[config.mk]
export PLATFORM = sky130hd
export DESIGN_NAME = c_comment_line_counter_flat
export DESIGN_NICKNAME = d
export VERILOG_FILES = /design/src/rtl/cclc_pkg.sv /design/src/rtl/cclc_in_if.sv /design/src/rtl/cclc_out_if.sv /design/src/rtl/cclc_step.sv /design/src/rtl/c_comment_line_counter.sv /design/src/flat_wrapper.sv
export SDC_FILE = /design/constraint.sdc
export NUM_CORES = 1
export LEC_CHECK = 0
export BUFFER_PORTS_ARGS = -buffer_cell sky130_fd_sc_hd__buf_2
export CORE_ASPECT_RATIO = 0.8
export CORE_UTILIZATION = 35
export DETAILED_ROUTE_END_ITERATION = 10
export PLACE_DENSITY = 0.54
export SETUP_SLACK_MARGIN = 0.2
export SYNTH_ARGS = -nofsm -noshare
export SYNTH_HDL_FRONTEND = slang
export SYNTH_SLANG_ARGS = --single-unit
[constraint.sdc]
create_clock -name clk -period 8.7 [get_ports clk]
set_clock_uncertainty 0.1 [all_clocks]
set_input_delay 2.61 -clock clk [delete_from_list [all_inputs] [get_ports clk]]
set_output_delay 2.61 -clock clk [all_outputs]
set_load 0.05 [all_outputs]
[src/rtl/cclc_pkg.sv]
// ---------------------------------------------------------------------------
// Comment line counter package
// Scanner state codes, character constants and shared types.
// ---------------------------------------------------------------------------
`default_nettype none

package cclc_pkg;

  // Default width of the internal line counter
  localparam int DEF_COUNT_WIDTH = 32;
  // Width of the reported count
  localparam int OUT_WIDTH = 32;

  // Characters the scanner reacts to
  localparam logic [7:0] CH_SLASH = 8'h2F;
  localparam logic [7:0] CH_STAR  = 8'h2A;
  localparam logic [7:0] CH_LF    = 8'h0A;
  localparam logic [7:0] CH_CR    = 8'h0D;
  localparam logic [7:0] CH_SPACE = 8'h20;
  localparam logic [7:0] CH_TAB   = 8'h09;

  // Slash/comment tracking states
  typedef enum logic [2:0] {
    ST_OUT   = 3'd0,
    ST_SLASH = 3'd1,
    ST_LINE  = 3'd2,
    ST_BLOCK = 3'd3,
    ST_STAR  = 3'd4
  } cstate_t;

  // Per-line scanner state
  typedef struct packed {
    cstate_t state;
    logic    vis;   // line holds non-blank comment text
    logic    any;   // line holds any comment text
  } scan_t;

  localparam scan_t SCAN_RESET = '{state: ST_OUT, vis: 1'b0, any: 1'b0};

endpackage

`default_nettype wire

[src/rtl/cclc_in_if.sv]
// ---------------------------------------------------------------------------
// Comment line counter input channel
// Valid/ready channel carrying one text character per item.
// ---------------------------------------------------------------------------
`default_nettype none

interface cclc_in_if;
  logic       valid;
  logic       ready;
  logic [7:0] text_char;
  logic       is_last;

  modport source (output valid, output text_char, output is_last, input ready);
  modport sink   (input valid, input text_char, input is_last, output ready);
endinterface

`default_nettype wire

[src/rtl/cclc_out_if.sv]
// ---------------------------------------------------------------------------
// Comment line counter result channel
// Valid/ready channel carrying one line count per item.
// ---------------------------------------------------------------------------
`default_nettype none

interface cclc_out_if;
  logic        valid;
  logic        ready;
  logic [31:0] comment_lines;

  modport source (output valid, output comment_lines, input ready);
  modport sink   (input valid, input comment_lines, output ready);
endinterface

`default_nettype wire

[src/rtl/cclc_step.sv]
// ---------------------------------------------------------------------------
// Comment line counter character step
// Next scanner state and line-count increment for one character.
// ---------------------------------------------------------------------------
`default_nettype none

module cclc_step
  import cclc_pkg::*;
(
  input  scan_t      cur,
  input  logic [7:0] ch,
  input  logic       last,
  output scan_t      nxt,
  output logic       bump
);

  logic    eol;
  logic    blank;
  logic    in_cmt;
  logic    vis_mid;
  logic    any_mid;
  cstate_t st_nxt;

  assign eol    = (ch == CH_LF) || (ch == CH_CR);
  assign blank  = (ch == CH_SPACE) || (ch == CH_TAB);
  assign in_cmt = (cur.state == ST_LINE) || (cur.state == ST_BLOCK) ||
                  (cur.state == ST_STAR);

  // Line flags: end of line clears, comment text sets
  always_comb begin
    vis_mid = cur.vis;
    any_mid = cur.any;
    if (eol) begin
      vis_mid = 1'b0;
      any_mid = 1'b0;
    end else if (in_cmt) begin
      any_mid = 1'b1;
      if (!blank) vis_mid = 1'b1;
    end
  end

  // State advance
  always_comb begin
    case (cur.state)
      ST_SLASH: begin
        if (ch == CH_SLASH)      st_nxt = ST_LINE;
        else if (ch == CH_STAR)  st_nxt = ST_BLOCK;
        else if (ch == CH_LF)    st_nxt = ST_OUT;
        else                     st_nxt = ST_SLASH;
      end
      ST_LINE:  st_nxt = (ch == CH_LF) ? ST_OUT : ST_LINE;
      ST_BLOCK: st_nxt = (ch == CH_STAR) ? ST_STAR : ST_BLOCK;
      ST_STAR:  st_nxt = (ch == CH_SLASH) ? ST_OUT : ST_BLOCK;
      default:  st_nxt = (ch == CH_SLASH) ? ST_SLASH : ST_OUT;
    endcase
  end

  // A comment opening counts as visible text on this line
  always_comb begin
    nxt.state = st_nxt;
    nxt.vis   = vis_mid;
    nxt.any   = any_mid;
    if ((cur.state == ST_SLASH) && ((st_nxt == ST_LINE) || (st_nxt == ST_BLOCK))) begin
      nxt.vis = 1'b1;
      nxt.any = 1'b1;
    end
  end

  // Line-end and text-end counts never both fire for one character
  assign bump = (eol && cur.vis) || (last && nxt.any);

endmodule

`default_nettype wire

[src/rtl/c_comment_line_counter.sv]
// ---------------------------------------------------------------------------
// C comment line counter
// Counts the lines of a C source text that carry comment content.
// ---------------------------------------------------------------------------
// Feed the text one byte per item on in_chan, flagging the final byte with
// is_last; one count item then appears on out_chan and the block starts over.
// The block takes one byte every clock cycle: a byte is registered, scanned
// in the next cycle and, if it is the last one, its count lands in the output
// register. Input stalls only when a last byte is waiting while the previous
// count has not yet been taken. The internal counter is COUNT_WIDTH bits and
// saturates; the reported count saturates at 2^32 - 1. String literals are
// not recognized.
`default_nettype none

module c_comment_line_counter
  import cclc_pkg::*;
#(
  parameter int COUNT_WIDTH = DEF_COUNT_WIDTH
) (
  input  logic         clk,
  input  logic         rst_n,
  cclc_in_if.sink      in_chan,
  cclc_out_if.source   out_chan
);

  // Input register
  logic                    s1_valid_r;
  logic [7:0]              s1_char_r;
  logic                    s1_last_r;
  logic                    s1_adv;

  // Scanner state
  scan_t                   scan_r;
  scan_t                   scan_step;
  logic                    bump;
  logic [COUNT_WIDTH-1:0]  total_r;
  logic [COUNT_WIDTH-1:0]  total_nxt;
  logic [OUT_WIDTH-1:0]    lines_nxt;

  // Result register
  logic                    out_valid_r;
  logic [OUT_WIDTH-1:0]    out_lines_r;

  // Stage advances unless a last byte would overwrite an untaken count
  assign s1_adv        = s1_valid_r && (!s1_last_r || !out_valid_r || out_chan.ready);
  assign in_chan.ready = !s1_valid_r || s1_adv;

  always_ff @(posedge clk) begin
    if (!rst_n) begin
      s1_valid_r <= 1'b0;
    end else if (in_chan.ready) begin
      s1_valid_r <= in_chan.valid;
    end
  end

  always_ff @(posedge clk) begin
    if (in_chan.ready && in_chan.valid) begin
      s1_char_r <= in_chan.text_char;
      s1_last_r <= in_chan.is_last;
    end
  end

  cclc_step u_step (
    .cur  (scan_r),
    .ch   (s1_char_r),
    .last (s1_last_r),
    .nxt  (scan_step),
    .bump (bump)
  );

  // Saturating line count
  assign total_nxt = (bump && !(&total_r))
                   ? total_r + {{(COUNT_WIDTH-1){1'b0}}, 1'b1}
                   : total_r;

  // Clamp or zero-extend to the reported width
  generate
    if (COUNT_WIDTH > OUT_WIDTH) begin : g_clamp
      assign lines_nxt = (|total_nxt[COUNT_WIDTH-1:OUT_WIDTH])
                       ? {OUT_WIDTH{1'b1}} : total_nxt[OUT_WIDTH-1:0];
    end else if (COUNT_WIDTH == OUT_WIDTH) begin : g_same
      assign lines_nxt = total_nxt;
    end else begin : g_ext
      assign lines_nxt = {{(OUT_WIDTH-COUNT_WIDTH){1'b0}}, total_nxt};
    end
  endgenerate

  // State update; end of text returns everything to reset
  always_ff @(posedge clk) begin
    if (!rst_n) begin
      scan_r  <= SCAN_RESET;
      total_r <= '0;
    end else if (s1_adv) begin
      if (s1_last_r) begin
        scan_r  <= SCAN_RESET;
        total_r <= '0;
      end else begin
        scan_r  <= scan_step;
        total_r <= total_nxt;
      end
    end
  end

  // Result register
  always_ff @(posedge clk) begin
    if (!rst_n) begin
      out_valid_r <= 1'b0;
    end else if (s1_adv && s1_last_r) begin
      out_valid_r <= 1'b1;
    end else if (out_chan.ready) begin
      out_valid_r <= 1'b0;
    end
  end

  always_ff @(posedge clk) begin
    if (s1_adv && s1_last_r) begin
      out_lines_r <= lines_nxt;
    end
  end

  assign out_chan.valid         = out_valid_r;
  assign out_chan.comment_lines = out_lines_r;

endmodule

`default_nettype wire

[src/flat_wrapper.sv]
// flat-port wrapper written by rule: the top's interface ports become plain ports
module c_comment_line_counter_flat import cclc_pkg::*;
#(
  parameter int COUNT_WIDTH = DEF_COUNT_WIDTH
)
  (clk, rst_n, in_chan_valid, in_chan_text_char, in_chan_is_last, in_chan_ready, out_chan_valid, out_chan_comment_lines, out_chan_ready);
  cclc_in_if in_chan_i ();
  cclc_out_if out_chan_i ();
  input  logic clk;
  input  logic rst_n;
  input wire logic [$bits(in_chan_i.valid)-1:0] in_chan_valid;
  input wire logic [$bits(in_chan_i.text_char)-1:0] in_chan_text_char;
  input wire logic [$bits(in_chan_i.is_last)-1:0] in_chan_is_last;
  output wire logic [$bits(in_chan_i.ready)-1:0] in_chan_ready;
  output wire logic [$bits(out_chan_i.valid)-1:0] out_chan_valid;
  output wire logic [$bits(out_chan_i.comment_lines)-1:0] out_chan_comment_lines;
  input wire logic [$bits(out_chan_i.ready)-1:0] out_chan_ready;
  assign in_chan_i.valid = in_chan_valid;
  assign in_chan_i.text_char = in_chan_text_char;
  assign in_chan_i.is_last = in_chan_is_last;
  assign in_chan_ready = in_chan_i.ready;
  assign out_chan_valid = out_chan_i.valid;
  assign out_chan_comment_lines = out_chan_i.comment_lines;
  assign out_chan_i.ready = out_chan_ready;
  c_comment_line_counter #(.COUNT_WIDTH(COUNT_WIDTH)) u_core (.clk(clk), .rst_n(rst_n), .in_chan(in_chan_i), .out_chan(out_chan_i));
endmodule
Word level (Yosys, flattened, before mapping)
Index checks and enable logic that the tools add are counted.

Eq/ne operators: 13. $lt $le $gt $ge: 0. Multiplexer cells: 19. Multipliers: 0. Div/mod/pow operators: 0. Reductions and logical operators: 24. Bitwise gates (word level): 0. $add $sub $neg: 1. Shifts and indexed selects: 0.

Operators with widths (number): $mux W32 (2); $add A32 B1 Y32 const B (1); $reduce_and A32 Y1 (1); $eq A8 B4 Y1 const B (3); $eq A8 B6 Y1 const B (3); $eq A3 B2 Y1 const B (4); $pmux W3 S4 (1); $mux W2 (5); $logic_or A1 B1 Y1 (9); $mux W1 (9); $logic_and A1 B1 Y1 (7); $mux W5 (1); $logic_not A1 Y1 (4); $ne A4 B2 Y1 const B (1); $reduce_bool A4 Y1 (1); $eq A3 B1 Y1 const B (1); $eq A3 B3 Y1 const B (1); $mux W3 (1); $reduce_and A3 Y1 (1); $reduce_bool A2 Y1 (1).

Word-level logic and storage cells: 66. Memories: 0. Memory bits (writable): 0. Bits in read-only memories: 0. Bits of input ports: 13. Output and inout port bits: 34. Bits in latches: 0. Flip-flop bits (word level): 80.

Longest topological paths before layout
Gate-level depths: netlist of run 1.

Depth in word-level cells: 14. Mapped depth: 9. Gate-level depth less buffers: 7.

Cells and area by module
A second synthesis of run 1 with hierarchy kept.

Cells, all modules: 398. Area, all modules: 4053.9 um^2.

By module, submodules not included: c_comment_line_counter (sequential area each 2011.9 um^2, area each 3772.4 um^2, instances 1, cells each 353); cclc_step (sequential area each 0.0 um^2, area each 281.5 um^2, instances 1, cells each 45).

Least setup slack after synthesis of run 1
No wires, ideal clock.

Path kind: input-to-output. Start point: input out_chan_ready. End point: output in_chan_ready. Arrival: 3158 ps. Required time: 5990 ps. Setup slack: 2832 ps. Stages on the path: 2. Path buffers: 0. Path through: nor2b_1 > nand3_1.

Cells in the longest elaborated chain, start to end: 3.

Ends and longest elaborated chain: start: declaration (line flat_wrapper.sv:17) `input wire logic [$bits(out_chan_i.ready)-1:0] out_chan_ready;`; $logic_or A1 B1 Y1 (line c_comment_line_counter.sv:45) `assign s1_adv = s1_valid_r && (!s1_last_r || !out_valid_r || out_chan.ready);`; $logic_and A1 B1 Y1 (line c_comment_line_counter.sv:45); $logic_or A1 B1 Y1 (line c_comment_line_counter.sv:46) `assign in_chan.ready = !s1_valid_r || s1_adv;`; end: declaration (line flat_wrapper.sv:14) `output wire logic [$bits(in_chan_i.ready)-1:0] in_chan_ready;`.

No other way between the ends.

Worst setup path after layout of run 1
Ends and elaborated chain as after synthesis.

==> metrics.md, run 1 <==
| Metric | Value |
|---|---|
| Critical Path Fanout Max | `2` |
| GRT Overall Usage | `0.163` |
| IO buf count | `46` |
| DR WL/cell | `15.4 µm` |
| Die height | `100 µm` |
| Area grow syn2layout | `15.3%` |
| Row count | `35` |
| Initial Util | `0.364` |
| Leak | `1.64 nW` |
| Setup TNS | `0 ps` |
| Share of cells above drive strength 1 | `0.197` |
| DRT iter0 DRCs | `244` |
| Fin. max-slew vios | `0` |
| Worst r2r path cells | `6` |
| Vias in the first global route | `3,135` |
| First-pass GRT wire length | `15,900 µm` |
| Total CTS buffers | `9` |
| CTS Sinks | `80` |
| GP Congestion | `0.811` |
| Largest net degree at the start of global routing | `31` |
| Total global routing overflow | `0` |
| Met1 WL | `4860 µm` |
| Vias per cell | `5.43` |
| WL final | `9530 µm` |
| CP startpoint kind | `input port` |
| Most numerous cell in the Yosys netlist | `nand2_1` |
| Post-Syn Instances | `432` |
| Post-Synthesis Cell Area | `4240 µm²` |
| Max clock buf depth | `2` |
| Post-synthesis async set-or-reset flop share | `0` |
| Antenna diodes | `0` |
| Worst setup margin | `2790 ps` |
| WP data arrival | `3200 ps` |
| Core area | `11,600 µm²` |
| DRT antenna net count | `0` |
| Met2 wire length | `4100 µm` |
| Post-CTS setup buffers | `0` |
| TritonRoute pass-1 iters | `7` |
| Non-Filler Instances | `620` |
| Synthesized area per cell | `9.81 µm²` |
| VDD IR max | `0.0867 mV` |
| Setup violations, final | `0` |
| Hold-critical path depth | `2` |
| Syn_nets | `446` |
| Worst Path Required | `5990 ps` |
| Main synth FF type | `edfxtp_1` |
| Root buffer cell | `clkbuf_16` |
| Detailed-placement wirelength estimate | `6440 µm` |
| Final hold violations | `0` |
| Max-cap violations | `0` |
| Die X-Extent | `125 µm` |
| Slew of the pin with the lowest slew margin | `963 ps` |
| DR WL met3 | `419 µm` |
| Most frequent cells after synthesis | `nand2_1, edfxtp_1, dfxtp_1, nor2_1, xnor2_1` |
| Number of synthesized flops with an enable pin | `41` |
| Die area | `12,600 µm²` |
| Unique masters post-synth | `67` |
| Fmax | `169 MHz` |
| Placement Setup Slack | `2790 ps` |
| Sequential fraction of the synthesis area | `0.475` |
| CTS hold repair buffers | `0` |
| Flip-flop and latch count after synthesis | `80` |
| Setup slack, reg-to-reg | `5810 ps` |
| Layout Nets | `481` |
| Initial antenna violation count | `0` |
| Failing checks | `DRC` |
| Drt drc | `6` |
| P per Cell Area | `183 nW/µm²` |
| Gates resized, CTS repair | `0` |
| IO Pins | `47` |
| CTS tree | `built` |
| Status | `finished with violations` |
| Tmin final | `5910 ps` |
| Skew-Pair Late Insertion Delay | `340 ps` |
| Worst rel slew slack | `0.355` |
| Hold path startpoint | `u_core.scan_r[0]` |
| Final Cycle Share | `0.680` |
| H-tree Lvls | `3` |
| DR top layer | `met4` |
| Worst Hold End | `u_core.scan_r[0]` |
| Clock-pin slew on the worst setup and hold paths | `60 ps` |
| Top-area cell type share of the netlist area | `0.291` |
| Reg2reg end | `u_core.out_chan.comment_lines[27]` |
| Critical path type | `in2out` |
| Worst setup EP type | `primary output` |
| RSZ-0062 raised after global routing | `false` |
| Largest cells by area after synthesis | `edfxtp_1, dfxtp_1, xnor2_1, nand2_1, nand3_1` |
| Worst r2r src | `u_core.scan_r[4]` |
| Synthesis Warnings | `0` |
| Hold crit path type | `reg2reg` |
| Post-placement cell count | `604` |
| Vias | `3,368` |
| Area leader, netlist | `edfxtp_1` |
[registers in the layout, indices dropped and copies added, names as in the netlist]
name	flops
u_core.out_chan.comment_lines	32
u_core.out_chan.valid	1
u_core.s1_char_r	8
u_core.s1_last_r	1
u_core.s1_valid_r	1
u_core.scan_r	5
u_core.total_r	32
[power breakdown]
group / leakage, nW / total (mW) / internal [mW] / switching (mW)
combinational: 0.809 / 0.0509 / 0.0123 / 0.0386
clock: 0.161 / 0.430 / 0.278 / 0.153
sequential: 0.668 / 0.411 / 0.405 / 0.00584
total: 1.64 / 0.892 / 0.695 / 0.197
[worst max-delay path, cell delays in order]
cell     delay, ps
buf_2          100
nor2b_1        150
nand3_1        110
buf_2          240
[cell type report]
class	instances	area [µm²]
fillers	1152	6760
inverters	15	56.3
flip-flops and latches	80	2010
well taps	148	185
clock inverters	7	110
clock buffers	9	225
multi-input cells	310	2030
repair buffers	51	268
[kinds of logic after synthesis]
kind of cell    share of synthesized area
buf+inv                            0.0466
xor+xnor                           0.0641
flops                               0.475
compound gates                      0.181
mux                               0.00768
fa+ha+maj                         0.00295
simple gates                        0.223
[metal layers]
metal | GRT usage | up-vias
met5 | 0 | -
met4 | 0.0629 | 0
met3 | 0.0394 | 10
met2 | 0.241 | 75
met1 | 0.229 | 1608
li1 | - | 1675
[cells in the final DEF, fill, tap and decap left out, types with 5 or more instances in the layout]
cell / netlist / layout
inv_1: 14 / 14
o31ai_1: 12 / 12
and2_1: 7 / 7
o21ai_0: 12 / 12
a31oi_1: 13 / 13
dfxtp_1: 39 / 39
nand2_1: 51 / 51
o211ai_1: 7 / 7
buf_4: 0 / 5
nor3b_1: 6 / 6
nand4_1: 5 / 5
a22oi_1: 5 / 5
o311ai_0: 6 / 6
xnor2_1: 26 / 26
buf_2: 7 / 46
edfxtp_1: 41 / 41
nor3_1: 8 / 8
nor2_1: 26 / 25
nand3_1: 24 / 24
clkbuf_16: 0 / 9
a21oi_1: 11 / 11
a31o_2: 5 / 5
and3_1: 10 / 10
xor2_1: 5 / 5
[how the worst max path moves through the flow]
| stage | startpoint | end | slack, ps | cells past startpoint |
|---|---|---|---|---|
| 2_1_floorplan | out_chan_ready | in_chan_ready | 2830 | 2 |
| 3_3_place_gp | out_chan_ready | in_chan_ready | 2810 | 4 |
| 3_5_place_dp | out_chan_ready | in_chan_ready | 2790 | 4 |
| 4_1_cts | out_chan_ready | in_chan_ready | 2790 | 4 |
| 5_1_grt | out_chan_ready | in_chan_ready | 2710 | 4 |
| 6_report | out_chan_ready | in_chan_ready | 2790 | 4 |
[metrics by stage]
| stage | power (mW) | cell area, µm² | hold slack, ps | util |
|---|---|---|---|---|
| after detailed placement | 0.470 | 4550 | 351 | 0.391 |
| after global placement | 0.469 | 4550 | 344 | 0.391 |
| after CTS | 0.905 | 4890 | 360 | 0.420 |
| after floorplan | 0.455 | 4240 | 327 | - |
| final | 0.892 | 4890 | 363 | 0.420 |
| after global routing | 0.923 | 4890 | 392 | 0.420 |
(Power assumes the default switching activity.)
==> run 2: changes to the inputs <==
--- a/config.mk
+++ b/config.mk
@@ -5,6 +5,7 @@
 export SDC_FILE = /design/constraint.sdc
 export NUM_CORES = 1
 export LEC_CHECK = 0
+export ABC_AREA = 1
 export BUFFER_PORTS_ARGS = -buffer_cell sky130_fd_sc_hd__buf_2
 export CORE_ASPECT_RATIO = 0.8
 export CORE_UTILIZATION = 35
==> constraint.sdc (replaced) <==
create_clock -name clk -period 5.47 [get_ports clk]
set_clock_uncertainty 0.1 [all_clocks]
set_input_delay 1.641 -clock clk [delete_from_list [all_inputs] [get_ports clk]]
set_output_delay 1.641 -clock clk [all_outputs]
set_load 0.05 [all_outputs]
==> metrics.md, run 2 <==
| Metric | Value |
|---|---|
| Area grow syn2layout | `15.3%` |
| Largest net degree at the start of global routing | `40` |
| Drt drc | `0` |
| Setup violations, final | `0` |
| Mux cell area share after synthesis | `0` |
| Unique masters post-synth | `29` |
| GRT Overall Usage | `0.179` |
| Share of cells above drive strength 1 | `0.137` |
| Initial antenna violation count | `0` |
| Simple-gate area share of the yosys netlist | `0.379` |
| First-pass GRT wire length | `18,100 µm` |
| Flip-flop and latch count after synthesis | `80` |
| Core area | `12,200 µm²` |
| Setup slack, reg-to-reg | `2340 ps` |
| IO buf count | `46` |
| VDD IR max | `0.121 mV` |
| Die X-Extent | `127 µm` |
| Post-CTS setup buffers | `0` |
| Die area | `13,000 µm²` |
| Most used cell along the critical path | `buf_2` |
| DRT iter0 DRCs | `282` |
| Synthesis Warnings | `0` |
| CP max stage delay | `230 ps` |
| Antenna diodes | `0` |
| Top Family by Delay on Critical Path | `buffers and inverters` |
| Largest cells by area after synthesis | `edfxtp_1, nand2_1, dfxtp_1, nand3_1, inv_1` |
| Post-Synthesis Cell Area | `4390 µm²` |
| Max clock buf depth | `2` |
| Detailed-placement wirelength estimate | `7360 µm` |
| Final Power | `1.30 mW` |
| Main synth FF type | `edfxtp_1` |
| Fin. max-slew vios | `0` |
| Slew of the pin with the lowest slew margin | `705 ps` |
| Post-synthesis async set-or-reset flop share | `0` |
| Tmin final | `3980 ps` |
| Fmax | `251 MHz` |
| GP Congestion | `0.915` |
| Crit-path slowest cell | `buf_2` |
| Final Cycle Share | `0.728` |
| Syn_nets | `632` |
| DR WL/cell | `12.6 µm` |
| Synth Area in XOR/XNOR | `0.0299` |
| Worst setup EP type | `primary output` |
| Number of synthesized flops with an enable pin | `41` |
| Hold crit path type | `reg2reg` |
| Core Util, Final | `0.415` |
| Area leader, netlist | `edfxtp_1` |
| Skew-Pair Late Insertion Delay | `330 ps` |
| Vias per cell | `4.66` |
| Most common cell after layout, fill and taps aside | `nand2_1` |
| Leak | `2.22 nW` |
| TritonRoute pass-1 iters | `5` |
| Worst rel slew slack | `0.530` |
| Max-cap violations | `0` |
| Critical Path Fanout Max | `3` |
| Synthesized area per cell | `7.11 µm²` |
| Vias | `3,892` |
| Critical path type | `in2out` |
| DRT antenna net count | `0` |
| Total CTS buffers | `9` |
| WL final | `10,600 µm` |
| WP data arrival | `2240 ps` |
| IO Pins | `47` |
| Gates resized, CTS repair | `0` |
| CP startpoint kind | `input port` |
| Filler cell count in the final layout | `1,258` |
| Die height | `102 µm` |
| CTS hold repair buffers | `0` |
| Top-area cell type share of the netlist area | `0.280` |
| Setup TNS | `0 ps` |
| Most numerous cell in the Yosys netlist | `nand2_1` |
| Clock-pin slew on the worst setup and hold paths | `60 ps` |
| WHS | `370 ps` |
| Status | `finished, final reports clean` |
| Most frequent cells after synthesis | `nand2_1, inv_1, nor2_1, nand3_1, edfxtp_1` |
| Layout Nets | `673` |
| RSZ-0062 raised after global routing | `false` |
| Post-Syn Instances | `618` |
| Final hold violations | `0` |
| CTS Sinks | `80` |
| Largest family of logic cells by synthesized area | `simple AND/OR/NAND/NOR gates` |
| Sequential fraction of the synthesis area | `0.458` |
| Initial Util | `0.360` |
| P per Cell Area | `257 nW/µm²` |
| Row count | `36` |
| Synth Area in Compound Gates | `0.0481` |
| H-tree Lvls | `3` |
| Most frequent cells in the layout | `nand2_1, inv_1, nor2_1, nand3_1, buf_2` |
| Total global routing overflow | `0` |
| Buf+Inv Stages, Crit Path | `2` |
| Vias in the first global route | `3,699` |
| Cell Chain, Critical Path | `buf_2 -> nor2_1 -> nand3_1 -> buf_2` |
| Root buffer cell | `clkbuf_16` |
| CTS tree | `built` |
| Post-Synth Adder-Cell Area | `0.00285` |
| Worst Path Required | `3730 ps` |
## run 2: worst paths after layout
path | startpoint | end | cells after the start
min reg2reg | u_core.scan_r[2] | u_core.scan_r[2] | 2
max reg2reg | u_core.total_r[0] | u_core.out_chan.comment_lines[1] | 9
max | out_chan_ready | in_chan_ready | 4
min | u_core.scan_r[2] | u_core.scan_r[2] | 2
## run 2: per-stage QoR
| step | worst slack (ps) | cell area, µm² | instances |
|---|---|---|---|
| floorplan | 1510 | 4390 | 618 |
| global placement | 1480 | 4760 | 819 |
| detailed placement | 1490 | 4760 | 819 |
| CTS | 1480 | 5070 | 835 |
| global route | 1420 | 5070 | 835 |
| finish | 1490 | 5070 | 835 |
## run 2: metal layers
layer / share of wire / GRT usage
met5: 0 / 0
met4: 0.0092 / 0.0577
met3: 0.036 / 0.0325
met2: 0.43 / 0.295
met1: 0.52 / 0.239
## run 2: cell type report
cell class / count / area [µm²] / share of cell area
timing repair buffer: 50 / 260 / 0.0514
sequential: 80 / 2010 / 0.397
clock buffer: 13 / 270 / 0.0533
clock inverter: 3 / 40.0 / 0.00790
tap: 171 / 214 / 0.0422
multi-input combinational: 453 / 2020 / 0.400
inverter: 65 / 245 / 0.0484
## run 2: cell families after synthesis
logic type / Yosys count
flops: 80
compound gates: 40
fa+ha+maj: 1
simple gates: 397
xor+xnor: 15
buf+inv: 85
## run 2: worst min-delay path: stages, from the launching register on
cell and delay (ps):
dfxtp_1 310, nand2_1 60, a21oi_1 50
## run 2: where the power goes
group | switching [mW] | leakage, nW | internal, mW
Combinational | 0.0331 | 1.31 | 0.00905
Sequential | 0.00340 | 0.757 | 0.635
Clock | 0.231 | 0.156 | 0.389
==> run 3: changes to the inputs <==
==> constraint.sdc (replaced) <==
create_clock -name clk -period 3.8 [get_ports clk]
set_clock_uncertainty 0.1 [all_clocks]
set_input_delay 1.14 -clock clk [delete_from_list [all_inputs] [get_ports clk]]
set_output_delay 1.14 -clock clk [all_outputs]
set_load 0.05 [all_outputs]
==> metrics.md, run 3 (synthesized netlist as in run 2, its figures left out) <==
| Metric | Value |
|---|---|
| GRT Overall Usage | `0.186` |
| P per Cell Area | `363 nW/µm²` |
| GP Congestion | `0.871` |
| Placement Setup Slack | `801 ps` |
| Layout Nets | `675` |
| Detailed-placement wirelength estimate | `7770 µm` |
| Hold crit path type | `reg2reg` |
| Setup TNS | `0 ps` |
| Critical Path Fanout Max | `3` |
| Setup violations, final | `0` |
| Critical path type | `in2out` |
| Area of placed instances | `4780 µm²` |
| Worst setup margin | `800 ps` |
| Worst setup EP type | `primary output` |
| Post-placement cell count | `821` |
| Slew of the pin with the lowest slew margin | `807 ps` |
| Max clock buf depth | `2` |
| Die area | `13,000 µm²` |
| TritonRoute pass-1 iters | `5` |
| CTS Sinks | `80` |
| Top Family by Delay on Critical Path | `buffers and inverters` |
| CTS tree | `built` |
| RSZ-0062 raised after global routing | `false` |
| Fmax | `333 MHz` |
| Cell Chain, Critical Path | `buf_2 -> nor2_1 -> nand3_1 -> buf_2` |
| Worst rel slew slack | `0.461` |
| Setup slack, reg-to-reg | `1110 ps` |
| Initial antenna violation count | `0` |
| Root buffer cell | `clkbuf_16` |
| Total global routing overflow | `0` |
| Final Power | `1.84 mW` |
| Die height | `102 µm` |
| Row count | `36` |
| Clock-pin slew on the worst setup and hold paths | `60 ps` |
| Drt drc | `0` |
| Final hold violations | `0` |
| Most used cell along the critical path | `buf_2` |
| Vias per cell | `4.69` |
| Skew-Pair Late Insertion Delay | `350 ps` |
| DRT iter0 DRCs | `227` |
| H-tree Lvls | `3` |
| WHS | `366 ps` |
| Tmin final | `3000 ps` |
| CP max stage delay | `240 ps` |
| Area grow syn2layout | `15.6%` |
| Vias in the first global route | `3,724` |
| CP startpoint kind | `input port` |
| CTS hold repair buffers | `0` |
| Leak | `2.22 nW` |
| VDD IR max | `0.178 mV` |
| IO buf count | `46` |
| First-pass GRT wire length | `18,500 µm` |
| Max-cap violations | `0` |
| Fin. max-slew vios | `0` |
| Antenna diodes | `0` |
| Crit-path slowest cell | `buf_2` |
| WL final | `10,800 µm` |
| DR WL/cell | `12.9 µm` |
| DRT antenna net count | `0` |
| Status | `finished, final reports clean` |
| Gates resized, CTS repair | `0` |
| Non-Filler Instances | `837` |
| WP data arrival | `1760 ps` |
| Final Cycle Share | `0.790` |
| Core area | `12,200 µm²` |
| Initial Util | `0.360` |
| Post-CTS setup buffers | `0` |
| Vias | `3,929` |
| Total CTS buffers | `9` |
| Buf+Inv Stages, Crit Path | `2` |
| Largest net degree at the start of global routing | `38` |
| Core Util, Final | `0.416` |
| Final instance area | `5080 µm²` |
| Most frequent cells in the layout | `nand2_1, inv_1, nor2_1, nand3_1, buf_2` |
| Worst Path Required | `2560 ps` |
| Most common cell after layout, fill and taps aside | `nand2_1` |
| IO Pins | `47` |
| Die X-Extent | `127 µm` |
| Share of cells above drive strength 1 | `0.137` |
==> run 3: metal layers <==
layer	part of all wire	wire, µm	track usage
met5	0	0	0
met4	0.014	148	0.0641
met3	0.039	418	0.0382
met2	0.43	4700	0.304
met1	0.51	5540	0.246
==> run 3: final cells by class <==
class                   instances  area, µm²
clock buffers                  13        250
clock inverters                 3       42.5
fillers                      1294       7130
inverters                      65        245
multi-input cells             453       2020
flip-flops and latches         80       2010
well taps                     171        214
repair buffers                 52        288
==> run 3: worst paths after layout <==
| kind | from | to | depth (start not counted) |
|---|---|---|---|
| worst min register to register | u_core.scan_r[2] | u_core.scan_r[2] | 2 |
| worst max register to register | u_core.s1_char_r[0] | u_core.out_chan.comment_lines[1] | 12 |
| worst min-delay path | u_core.scan_r[2] | u_core.scan_r[2] | 2 |
| worst max-delay path | out_chan_ready | in_chan_ready | 4 |
==> run 3: power breakdown <==
part | total (mW) | leakage [nW] | internal (mW) | switching [mW]
Sequential | 0.919 | 0.757 | 0.914 | 0.00480
Combinational | 0.0621 | 1.32 | 0.0149 | 0.0472
Clock | 0.861 | 0.140 | 0.526 | 0.335
==> run 3: worst min-delay path: stages (launching register included) <==
cell,delay (ps)
dfxtp_1,310
nand2_1,60
a21oi_1,60
